**config.mk**
```make
export PLATFORM = sky130hd
export DESIGN_NAME = ssi_absolute_encoder_reader
export DESIGN_NICKNAME = d
export VERILOG_FILES = /design/src/rtl/ssi_enc_pkg.sv /design/src/rtl/ssi_enc_seq.sv /design/src/rtl/ssi_absolute_encoder_reader.sv
export SDC_FILE = /design/constraint.sdc
export NUM_CORES = 1
export LEC_CHECK = 0
export ABC_AREA = 0
export BUFFER_PORTS_ARGS = -buffer_cell sky130_fd_sc_hd__buf_2
export CORE_MARGIN = 2
export CORE_UTILIZATION = 56
export CTS_BUF_LIST = sky130_fd_sc_hd__clkbuf_8
export CTS_CLUSTER_DIAMETER = 200
export DETAILED_ROUTE_END_ITERATION = 16
export MAX_ROUTING_LAYER = met4
export PLACE_DENSITY = 0.76
export SETUP_SLACK_MARGIN = 0.15
export SYNTH_ARGS = -nofsm -noshare
export SYNTH_HDL_FRONTEND = slang
export SYNTH_HIERARCHICAL = 1
export SYNTH_SLANG_ARGS = --single-unit
```
**constraint.sdc**
```tcl
create_clock -name clk -period 10.53 [get_ports clk]
set_input_delay 2.106 -clock clk [delete_from_list [all_inputs] [get_ports clk]]
set_output_delay 2.106 -clock clk [all_outputs]
set_load 0.02 [all_outputs]
```
**src/rtl/ssi_enc_pkg.sv**
```systemverilog
`default_nettype none
// ----------------------------------------------------------------------------
// SSI encoder reader package
// Shared types and constants for the SSI absolute encoder reader.
// ----------------------------------------------------------------------------
package ssi_enc_pkg;

	localparam int POS_W      = 16;
	localparam int FLAG_W     = 4;
	localparam int DBITS_W    = 5;
	localparam int TIMING_W   = 8;
	localparam int CFG_IDX_W  = 2;
	localparam int CFG_DATA_W = 16;
	localparam int BCNT_W     = 5;

	localparam logic [DBITS_W-1:0] MIN_DATA_BITS = 5'd10;
	localparam logic [DBITS_W-1:0] TRAILER_BITS  = 5'd4;

	// register indexes on the configuration port
	localparam logic [CFG_IDX_W-1:0] REG_DATA_BITS   = 2'd0;
	localparam logic [CFG_IDX_W-1:0] REG_HALF_PERIOD = 2'd1;
	localparam logic [CFG_IDX_W-1:0] REG_SETUP       = 2'd2;
	localparam logic [CFG_IDX_W-1:0] REG_OFFSET      = 2'd3;

	typedef struct packed {
		logic [DBITS_W-1:0]  data_bits;
		logic [TIMING_W-1:0] half_period_ticks;
		logic [TIMING_W-1:0] select_setup_ticks;
	} timing_cfg_t;

	typedef struct packed {
		logic              clock_out;
		logic              frame_n_out;
		logic              select_out;
		logic              busy;
		logic              frame_done;
		logic              reading_valid;
		logic [POS_W-1:0]  position;
		logic [FLAG_W-1:0] flags;
	} seq_result_t;

endpackage
`default_nettype wire

```
**src/rtl/ssi_enc_seq.sv**
```systemverilog
`default_nettype none
// ----------------------------------------------------------------------------
// SSI encoder frame sequencer
// Steps the select/frame/clock sequence one tick per request, shifts in the
// frame, checks parity and holds the last good reading.
// ----------------------------------------------------------------------------
module ssi_enc_seq #(
	parameter int MAX_DATA_BITS = 16,
	parameter int TICK_WIDTH    = 8
) (
	input  wire                        clk,
	input  wire                        arst_n,
	input  wire                        step,
	input  wire                        start_read,
	input  wire                        data_in,
	input  wire ssi_enc_pkg::timing_cfg_t cfg,
	output ssi_enc_pkg::seq_result_t   res
);

	localparam int SHIFT_W = MAX_DATA_BITS + 4;
	localparam int EXT_W   = (TICK_WIDTH > ssi_enc_pkg::TIMING_W) ?
	                         TICK_WIDTH : ssi_enc_pkg::TIMING_W;

	typedef enum logic [1:0] {
		PH_IDLE,
		PH_SETUP,
		PH_LOW,
		PH_HIGH
	} phase_t;

	phase_t                           phase_q, n_phase;
	logic [TICK_WIDTH-1:0]            tick_q, n_tick;
	logic [ssi_enc_pkg::BCNT_W-1:0]   bit_q, n_bit;
	logic [SHIFT_W-1:0]               shift_q, n_shift;
	logic                             odd_q, n_odd;
	logic [ssi_enc_pkg::POS_W-1:0]    pos_q, n_pos;
	logic [ssi_enc_pkg::FLAG_W-1:0]   flags_q, n_flags;
	logic                             valid_q, n_valid;
	logic                             select_q, n_select;
	logic                             clk_q, n_clk;
	logic                             frame_q, n_frame;
	logic                             done, fall;

	logic [EXT_W-1:0]                 hp_ext, setup_ext;
	logic [TICK_WIDTH-1:0]            hp, setup;
	logic [ssi_enc_pkg::DBITS_W-1:0]  dbits, flen;

	// timing registers: low TICK_WIDTH bits only, zero acts as one
	always_comb begin
		hp_ext    = EXT_W'(cfg.half_period_ticks);
		setup_ext = EXT_W'(cfg.select_setup_ticks);
		hp        = hp_ext[TICK_WIDTH-1:0];
		setup     = setup_ext[TICK_WIDTH-1:0];
		if (hp == '0) begin
			hp = TICK_WIDTH'(1);
		end
		if (setup == '0) begin
			setup = TICK_WIDTH'(1);
		end
	end

	always_comb begin
		dbits = cfg.data_bits;
		if (dbits < ssi_enc_pkg::MIN_DATA_BITS) begin
			dbits = ssi_enc_pkg::MIN_DATA_BITS;
		end
		if (dbits > ssi_enc_pkg::DBITS_W'(MAX_DATA_BITS)) begin
			dbits = ssi_enc_pkg::DBITS_W'(MAX_DATA_BITS);
		end
		flen = dbits + ssi_enc_pkg::TRAILER_BITS;
	end

	always_comb begin
		n_phase  = phase_q;
		n_tick   = tick_q;
		n_bit    = bit_q;
		n_shift  = shift_q;
		n_odd    = odd_q;
		n_pos    = pos_q;
		n_flags  = flags_q;
		n_valid  = valid_q;
		n_select = select_q;
		n_clk    = clk_q;
		n_frame  = frame_q;
		done     = 1'b0;
		fall     = 1'b0;

		unique case (phase_q)
			PH_IDLE: begin
				if (start_read) begin
					n_select = 1'b1;
					n_shift  = '0;
					n_odd    = 1'b0;
					n_bit    = '0;
					n_tick   = TICK_WIDTH'(1);
					n_phase  = PH_SETUP;
				end
			end
			PH_SETUP: begin
				if (tick_q >= setup) begin
					fall = 1'b1;
				end else if (tick_q != '1) begin
					n_tick = tick_q + TICK_WIDTH'(1);
				end
			end
			PH_LOW: begin
				if (tick_q >= hp) begin
					n_clk   = 1'b1;
					n_tick  = TICK_WIDTH'(1);
					n_phase = PH_HIGH;
				end else if (tick_q != '1) begin
					n_tick = tick_q + TICK_WIDTH'(1);
				end
			end
			PH_HIGH: begin
				if (tick_q >= hp) begin
					if (bit_q >= flen) begin
						n_clk   = 1'b1;
						n_frame = 1'b1;
						n_phase = PH_IDLE;
						n_tick  = '0;
						done    = 1'b1;
						if (odd_q == shift_q[0]) begin
							n_pos   = ssi_enc_pkg::POS_W'(shift_q[SHIFT_W-1:4]);
							n_flags = shift_q[3:0];
							n_valid = 1'b1;
						end else begin
							n_valid = 1'b0;
						end
					end else begin
						fall = 1'b1;
					end
				end else if (tick_q != '1) begin
					n_tick = tick_q + TICK_WIDTH'(1);
				end
			end
			default: begin
				n_phase = PH_IDLE;
			end
		endcase

		// falling serial clock edge: sample one bit, parity skips the last one
		if (fall) begin
			n_clk   = 1'b0;
			n_frame = 1'b0;
			if (data_in && (({1'b0, bit_q} + 6'd1) < {1'b0, flen})) begin
				n_odd = ~odd_q;
			end
			n_shift = {shift_q[SHIFT_W-2:0], data_in};
			if (bit_q != '1) begin
				n_bit = bit_q + ssi_enc_pkg::BCNT_W'(1);
			end
			n_tick  = TICK_WIDTH'(1);
			n_phase = PH_LOW;
		end
	end

	always_ff @(posedge clk or negedge arst_n) begin
		if (!arst_n) begin
			phase_q  <= PH_IDLE;
			tick_q   <= '0;
			bit_q    <= '0;
			shift_q  <= '0;
			odd_q    <= 1'b0;
			pos_q    <= '0;
			flags_q  <= '0;
			valid_q  <= 1'b0;
			select_q <= 1'b0;
			clk_q    <= 1'b1;
			frame_q  <= 1'b1;
		end else if (step) begin
			phase_q  <= n_phase;
			tick_q   <= n_tick;
			bit_q    <= n_bit;
			shift_q  <= n_shift;
			odd_q    <= n_odd;
			pos_q    <= n_pos;
			flags_q  <= n_flags;
			valid_q  <= n_valid;
			select_q <= n_select;
			clk_q    <= n_clk;
			frame_q  <= n_frame;
		end
	end

	always_comb begin
		res.clock_out     = n_clk;
		res.frame_n_out   = n_frame;
		res.select_out    = n_select;
		res.busy          = (n_phase != PH_IDLE);
		res.frame_done    = done;
		res.reading_valid = n_valid;
		res.position      = n_pos;
		res.flags         = n_flags;
	end

endmodule
`default_nettype wire

```
**src/rtl/ssi_absolute_encoder_reader.sv**
```systemverilog
`default_nettype none
// ----------------------------------------------------------------------------
// SSI absolute encoder reader
// SSI master for an absolute rotary encoder with parity check and offset.
// ----------------------------------------------------------------------------
// Usage:
//   Each input request is one sequencer tick carrying start_read and the
//   sampled encoder data pin. Every request yields exactly one result with
//   the pin levels (clock, frame, select), busy, a frame_done pulse and the
//   held reading of the last frame that passed parity.
//   A frame takes setup + 2 * half_period * (data_bits + 4) + 1 ticks: the
//   start tick precedes the setup ticks and the last high tick ends the frame.
//   The result of a request appears in the output register at the edge
//   that takes the request. One request is taken every cycle while
//   in_stall is low.
//   When the receiver stalls, the output register holds its result and
//   in_stall rises, so no tick is taken until the result is delivered.
//   Reset sets the sequencer clock and frame levels high, select low, clears
//   its held reading and loads the default configuration. The user writes
//   configuration via cfg_we/cfg_index/cfg_data while idle; not enforced.
// ----------------------------------------------------------------------------
module ssi_absolute_encoder_reader #(
	parameter int MAX_DATA_BITS = 16,
	parameter int TICK_WIDTH    = 8
) (
	input  wire                                 clk,
	input  wire                                 arst_n,
	input  wire                                 cfg_we,
	input  wire [ssi_enc_pkg::CFG_IDX_W-1:0]    cfg_index,
	input  wire [ssi_enc_pkg::CFG_DATA_W-1:0]   cfg_data,
	input  wire                                 in_valid,
	output logic                                in_stall,
	input  wire                                 start_read,
	input  wire                                 data_in,
	output logic                                out_valid,
	input  wire                                 out_stall,
	output logic                                clock_out,
	output logic                                frame_n_out,
	output logic                                select_out,
	output logic                                busy_res,
	output logic                                frame_done,
	output logic                                reading_valid,
	output logic [ssi_enc_pkg::POS_W-1:0]       position,
	output logic [ssi_enc_pkg::POS_W-1:0]       position_with_offset,
	output logic                                mag_high_flag,
	output logic                                mag_low_flag,
	output logic                                ready_flag,
	output logic                                parity_bit
);

	ssi_enc_pkg::timing_cfg_t      cfg_q;
	logic [ssi_enc_pkg::POS_W-1:0] offset_q;
	ssi_enc_pkg::seq_result_t      res;
	ssi_enc_pkg::seq_result_t      res_s1;
	logic [ssi_enc_pkg::POS_W-1:0] pos_off_s1;
	logic                          valid_s1;
	logic                          step;

	assign in_stall = valid_s1 && out_stall;
	assign step     = in_valid && !in_stall;

	always_ff @(posedge clk or negedge arst_n) begin
		if (!arst_n) begin
			cfg_q.data_bits          <= 5'd16;
			cfg_q.half_period_ticks  <= 8'd4;
			cfg_q.select_setup_ticks <= 8'd8;
			offset_q                 <= '0;
		end else if (cfg_we) begin
			unique case (cfg_index)
				ssi_enc_pkg::REG_DATA_BITS:
					cfg_q.data_bits <= cfg_data[ssi_enc_pkg::DBITS_W-1:0];
				ssi_enc_pkg::REG_HALF_PERIOD:
					cfg_q.half_period_ticks <= cfg_data[ssi_enc_pkg::TIMING_W-1:0];
				ssi_enc_pkg::REG_SETUP:
					cfg_q.select_setup_ticks <= cfg_data[ssi_enc_pkg::TIMING_W-1:0];
				ssi_enc_pkg::REG_OFFSET:
					offset_q <= cfg_data[ssi_enc_pkg::POS_W-1:0];
				default: begin
				end
			endcase
		end
	end

	ssi_enc_seq #(
		.MAX_DATA_BITS(MAX_DATA_BITS),
		.TICK_WIDTH   (TICK_WIDTH)
	) u_seq (
		.clk       (clk),
		.arst_n    (arst_n),
		.step      (step),
		.start_read(start_read),
		.data_in   (data_in),
		.cfg       (cfg_q),
		.res       (res)
	);

	always_ff @(posedge clk or negedge arst_n) begin
		if (!arst_n) begin
			valid_s1 <= 1'b0;
		end else if (step) begin
			valid_s1 <= 1'b1;
		end else if (!out_stall) begin
			valid_s1 <= 1'b0;
		end
	end

	always_ff @(posedge clk) begin
		if (step) begin
			res_s1     <= res;
			pos_off_s1 <= res.position + offset_q;
		end
	end

	assign out_valid            = valid_s1;
	assign clock_out            = res_s1.clock_out;
	assign frame_n_out          = res_s1.frame_n_out;
	assign select_out           = res_s1.select_out;
	assign busy_res             = res_s1.busy;
	assign frame_done           = res_s1.frame_done;
	assign reading_valid        = res_s1.reading_valid;
	assign position             = res_s1.position;
	assign position_with_offset = pos_off_s1;
	assign mag_high_flag        = res_s1.flags[3];
	assign mag_low_flag         = res_s1.flags[2];
	assign ready_flag           = res_s1.flags[1];
	assign parity_bit           = res_s1.flags[0];

endmodule
`default_nettype wire

```
==> results of run 1 <==
-- final timing paths --
check                                           start                            endpoint  slack (ns)  depth (start not counted)
setup / recovery                cfg_q[20]$_DFFE_PN1P_  position_with_offset[14]$_DFFE_PP_        5.46                         16
hold / removal             u_seq/select_q$_DFFE_PN0P_          u_seq/select_q$_DFFE_PN0P_        0.46                          1
setup reg to reg                cfg_q[20]$_DFFE_PN1P_  position_with_offset[14]$_DFFE_PP_        5.46                         16
hold reg to reg            u_seq/select_q$_DFFE_PN0P_          u_seq/select_q$_DFFE_PN0P_        0.46                          1
max in group asynchronous                      arst_n             u_seq/odd_q$_DFFE_PN0P_        7.77                          2
min in group asynchronous                      arst_n             offset_q[8]$_DFFE_PN0P_        1.66                          1
-- cell usage in the layout, fill, tap and decap left out, types with 3 or more instances in the layout --
cell	n
o21ai_0	34
dfstp_2	5
mux2_4	19
nor2b_1	4
ha_1	43
xor2_1	9
mux2i_1	5
o21a_1	5
dfrtp_1	93
mux2_2	57
o311ai_1	3
nor2_1	16
o211ai_1	5
a21oi_1	19
a31oi_1	3
a21o_1	4
nor3_1	7
xnor2_1	7
nand2b_1	8
inv_1	35
nand3b_1	4
buf_4	5
and2_1	8
buf_2	67
a31o_2	3
clkinv_2	6
nand2_1	46
and3_1	7
nand4_1	4
edfxtp_1	42
nand3_1	35
nor4_1	4
a41oi_1	3
o21ai_1	4
a221oi_1	3
a211oi_1	3
clkbuf_8	17
-- layout make-up --
type	instances	area share
repair buffers	72	0.04573
inverters	33	0.01519
flip-flops and latches	140	0.4562
clock inverters	15	0.01642
well taps	172	0.02639
clock buffers	17	0.02869
multi-input cells	417	0.4114
-- kinds of logic after synthesis --
logic type | count (synthesis)
flops | 140
xor+xnor | 16
mux | 81
fa+ha+maj | 45
compound gates | 116
simple gates | 159
buf+inv | 60
-- sequential cells by signal, indices dropped and copies added (netlist names), 2 cells and up --
signal and cells:
u_seq/bit_q 5, u_seq/flags_q 4, u_seq/shift_q 20, position 16
u_seq/phase_q 2, u_seq/pos_q 16, position_with_offset 16, offset_q 16
u_seq/tick_q 8, cfg_q 21
-- report_power, final --
part | total (µW) | switching, µW | internal, µW | leakage, µW
clock network | 409 | 204 | 205 | 0.000195
logic | 336 | 197 | 139 | 0.00192
registers | 701 | 67.0 | 634 | 0.00164
total | 1450 | 468 | 979 | 0.00376
-- per-stage QoR --
stage | setup WS (ns) | util | power (µW) | hold WS (ns) | instance area [µm²]
floorplan | 4.475 | - | 948.7 | 0.4247 | 7361
global placement | 5.746 | 0.6120 | 1018 | 0.4418 | 7786
detailed placement | 5.555 | 0.6120 | 1039 | 0.4437 | 7786
CTS | 5.532 | 0.6409 | 1449 | 0.4629 | 8154
global route | 5.206 | 0.6409 | 1530 | 0.4825 | 8154
finish | 5.464 | 0.6409 | 1446 | 0.4582 | 8154
-- metal layers --
| layer | global-route usage | vias to the layer above | part of all wire |
|---|---|---|---|
| met5 | - | - | 0 |
| met4 | 0.09003 | 0 | 0.026 |
| met3 | 0.05985 | 36 | 0.052 |
| met2 | 0.3894 | 185 | 0.49 |
| met1 | 0.2974 | 2491 | 0.43 |
| li1 | - | 2397 | - |
==> results.yml, run 1 <==
clock_tree:
  cts_resized: 0
  clk_path_buf_depth: 2
  postCtsHoldBufs: 0
  root_buffer: "clkbuf_8"
  clkTransAtPathRegs_ns: 0.08
  cts.sinks: 140
  cts_tree: "built"
  htree_levels: 4
  clkLatencyLatePin_ns: 0.46
  cts_made_buffers: 17
  postCtsSetupBuffers: 0
global_route:
  grt_pass1_vias: 5149
  grt_overflow: 0
  grt_usage: 0.2422
  antenna_found_initial: 0
  grt_max_degree: 54
  grt_pass1_wl_mm: 25.96
logic_synthesis:
  syn_nets: 686
  yosysTopAreaCellShare: 0.3162
  yosys.area_share.xor_xnor: 0.01904
  synth_compound_area_frac: 0.1134
  synth_edf_count: 42
  synthSimpleGateAreaFrac: 0.1124
  synth_area_leaders: "dfrtp_1 32%, edfxtp_1 17%, mux2_2 8.7%"
  ys_ff_latch: 140
  ys_warn_count: 6
  synth_top_family_by_area: "multiplexers"
  synthFlopType: "dfrtp_1"
  ys_types: 71
  synthArstFlopShare: 0.7000
  synth.largest_area_cell: "dfrtp_1"
  syn-cell-area_um2: 7361
  syn_area_per_cell_um2: 11.93
  synth.most_common_cell: "dfrtp_1"
  synthCells: 617
  yosysSeqAreaShare: 0.5054
  yosys-top-cells-count: "93 x dfrtp_1, 57 x mux2_2, 46 x nand2_1"
  synth-adder-area-share: 0.07717
  synth.mux.area_fraction: 0.1328
floorplan:
  core_um2: 12720
  initial_core_util: 0.5786
  rows: 41
  die_area_um2: 14080
  fp.dieW_um: 118.7
  die_y_um: 118.7
  ios: 69
finish:
  drive_gt1_frac: 0.2896
  seqCellArea_um2: 3720
  fin_cells: 866
  nFillCells: 992
  multi_input_area_um2: 3354
  nets: 750
  diodes: 0
  syn_to_final_growth_pct: 10.78
worst_setup_path:
  max_stage_delay_ns: 0.55
  worstPathMaxFanout: 20
  crit_type: "reg -> reg"
  cp.arrival_ns: 5.33
  critPathTopFamily: "simple AND/OR/NAND/NOR gates"
  cp_cell_sequence: "inv_1 > and3_1 > ha_1 > xnor2_1 > ha_1 > a31o_2 > nor2_1 > or4_4 > mux2_2 > ha_1 > fa_1 > a21oi_4 > o221ai_2 > a31oi_4 > or4b_1 > o311ai_1"
  cp-end-kind: "flop"
  cpMaxStageDelayCell: "dfstp_2"
  crit_top_cell: "ha_1"
  start_kind: "flop"
  cp_num_buf_inv: 1
  cp.required_ns: 10.79
power_and_ir_drop:
  pwr_density_cell_nw_per_um2: 177.4
  peakVddDrop_mv: 0.1166
  power_leakage_uw: 0.003757
timing:
  setup_tns_ns: 0
  finalCritPeriodShare: 0.4811
  min_period_ns: 5.066
  skew_ns: 0.01453
  max_slew_margin: 0.3097
  rsz0062_at_grt: "false"
  finalHoldViolCount: 0
  maxSlewViolCount: 0
  fmax_ghz: 0.1974
  setup_viol: 0
  tightest_slew_ns: 1.033
routing:
  num_vias: 5109
  viasPerCell: 5.900
  drc_errors: 0
  drtAntennaViolNets: 0
  drt_first_pass_iters: 5
  drt-total-wl_mm: 15.46
  post_drt_wl_per_cell_um: 17.86
  drtIter0Drc: 509
outcome:
  status: "complete, no violations"
flow_run:
  drv_cap: 0
placed_design:
  dp.cells: 834
  numPortBuffers: 68
  hpwl_mm: 10.71
  globalplace.congestion: 0.8890
hold_path:
  hp-class: "reg -> reg"
Note: power is estimated with default switching activity, not from simulation.
==> inputs of run 2 (changes only) <==
==> constraint.sdc (replaced) <==
create_clock -name clk -period 4.8 [get_ports clk]
set_input_delay 0.96 -clock clk [delete_from_list [all_inputs] [get_ports clk]]
set_output_delay 0.96 -clock clk [all_outputs]
set_load 0.02 [all_outputs]
==> run 2 against run 1 <==
Compared with the run above: global-route usage rose by 0.051 points; clock power up 150%; clock-buffer cell count did not move; core utilization rose by 1.4 points; wire length rose by 2.8%; design area grew 2.3%; via count rose by 1.1%; worst setup slack got worse by 5.2 ns; clock skew fell by 0.0035 ns; maximum frequency rose by 12%; final cell count up 0.69%; critical path depth stayed put.
==> results.yml, run 2 (synthesized netlist as in run 1, its figures left out) <==
outcome:
  status: "complete, no violations"
global_route:
  grt_overflow: 0
  grt_max_degree: 73
  grt_pass1_vias: 5199
  grt_pass1_wl_mm: 26.23
  grt_usage: 0.2427
  antenna_found_initial: 0
routing:
  drtIter0Drc: 411
  viasPerCell: 5.921
  drt-total-wl_mm: 15.89
  drc_errors: 0
  post_drt_wl_per_cell_um: 18.23
  num_vias: 5163
  drtAntennaViolNets: 0
  drt_first_pass_iters: 5
timing:
  skew_ns: 0.01107
  finalHoldViolCount: 0
  min_period_ns: 4.506
  setup_viol: 0
  finalCritPeriodShare: 0.9388
  maxSlewViolCount: 0
  timing.hold.ws_ns: 0.4596
  rsz0062_at_grt: "false"
  setup_tns_ns: 0
  max_slew_margin: 0.3035
  tightest_slew_ns: 1.042
  fmax_ghz: 0.2219
floorplan:
  die_area_um2: 14080
  fp.dieW_um: 118.7
  die_y_um: 118.7
  rows: 41
  ios: 69
  initial_core_util: 0.5786
  core_um2: 12720
finish:
  nets: 756
  final_util: 0.6554
  diodes: 0
  largest_reg_flops: 21
  top_register: "cfg_q"
  syn_to_final_growth_pct: 13.28
  drive_gt1_frac: 0.3157
  fin_cells: 872
  most-common-layout-cells: "93 x dfrtp_1, 67 x buf_2, 56 x mux2_2, 46 x nand2_1, 42 x edfxtp_1"
  layout_commonest_cell: "dfrtp_1"
  reg_top3: "cfg_q x21, u_seq/shift_q x20"
placed_design:
  dp.cells: 837
  numPortBuffers: 68
  globalplace.congestion: 0.8511
  hpwl_mm: 10.99
worst_setup_path:
  start_kind: "flop"
  cp.required_ns: 5.08
  crit_type: "reg -> reg"
  cp.arrival_ns: 4.79
  worstPathMaxFanout: 4
  cp-end-kind: "flop"
power_and_ir_drop:
  comb_power_share: 0.234
  switching_share: 0.3134
  seq_power_share: 0.461
  peakVddDrop_mv: 0.3772
  power_leakage_uw: 0.003799
  p_sw_uw: 1035
  internal-power_uw: 2267
  p_clk_frac: 0.305
  pwr_density_cell_nw_per_um2: 396.0
clock_tree:
  clkTransAtPathRegs_ns: 0.08
  cts_tree: "built"
  clkLatencyLatePin_ns: 0.46
  cts_made_buffers: 17
  htree_levels: 4
  root_buffer: "clkbuf_8"
  cts.sinks: 140
  clk_path_buf_depth: 2
flow_run:
  drv_cap: 0
hold_path:
  hp-class: "reg -> reg"
[run 2: changes by cell type in the layout (fill, tap and decap cells not counted), sizes merged]
cell | previous run | this run
buf | 72 | 78
bufinv | 2 | 4
clkinv | 8 | 7
inv | 36 | 35
[run 2: worst max-delay path, cell delays in order, from the launching register on]
cell,delay (ns)
dfstp_2,0.55
inv_1,0.08
and3_4,0.18
ha_1,0.18
xnor2_1,0.14
ha_1,0.35
o211a_4,0.20
nor2_1,0.06
or4_4,0.55
mux2_4,0.34
ha_4,0.18
fa_2,0.39
a21oi_4,0.18
o221ai_4,0.16
a31oi_4,0.22
or4b_1,0.45
o311ai_1,0.10
[run 2: area by class of cell]
cell class	instances	area, µm²
clock inverter	15	181.4
inverter	33	123.9
fill	967	4384
sequential	140	3720
multi-input combinational	417	3442
timing repair buffer	78	421.7
tap	172	215.2
clock buffer	17	234.0
[run 2: layer usage]
metal	wire [µm]	global-route usage	up-vias
li1	-	-	2412
met1	6776	0.3036	2548
met2	7927	0.3847	165
met3	765	0.05598	38
met4	424	0.09449	0
met5	0	-	-
[run 2: through the flow]
stage | setup WS, ns | power [µW] | cell area, µm²
2_1_floorplan | 0.2438 | 2081 | 7363
3_3_place_gp | 0.2240 | 2252 | 7809
3_5_place_dp | 0.1637 | 2293 | 7809
4_1_cts | 0.1524 | 3294 | 8227
5_1_grt | 0.1164 | 3495 | 8338
6_report | 0.2936 | 3302 | 8338
[run 2: worst paths after layout]
path                                       startpoint                            endpoint  slack [ns]  depth (start not counted)
max                             cfg_q[20]$_DFFE_PN1P_  position_with_offset[14]$_DFFE_PP_        0.29                         16
min                        u_seq/select_q$_DFFE_PN0P_          u_seq/select_q$_DFFE_PN0P_        0.46                          1
max reg2reg                     cfg_q[20]$_DFFE_PN1P_  position_with_offset[14]$_DFFE_PP_        0.29                         16
min reg2reg                u_seq/select_q$_DFFE_PN0P_          u_seq/select_q$_DFFE_PN0P_        0.46                          1
max in group asynchronous                      arst_n             u_seq/clk_q$_DFFE_PN1P_        3.21                          2
min in group asynchronous                      arst_n            offset_q[10]$_DFFE_PN0P_        0.62                          1
[run 2: timing repair]
| action | in CTS | in global routing |
|---|---|---|
| hold endpoints to repair | 0 | 0 |
| setup buffers | 0 | 3 |
| gates resized for setup | 1 | 19 |
| pin swaps | 0 | 7 |
| hold buffers | 0 | 0 |
| gates cloned | 0 | 0 |
| setup endpoints to repair | 2 | 6 |
[run 2: power by group through the flow]
stage / registers, µW / logic, µW / clock network (µW)
finish: 1520 / 773 / 1010
global route: 1540 / 869 / 1080
CTS: 1520 / 757 / 1020
detailed placement: 1540 / 751 / 0
global placement: 1540 / 716 / 0
floorplan: 1540 / 537 / 0
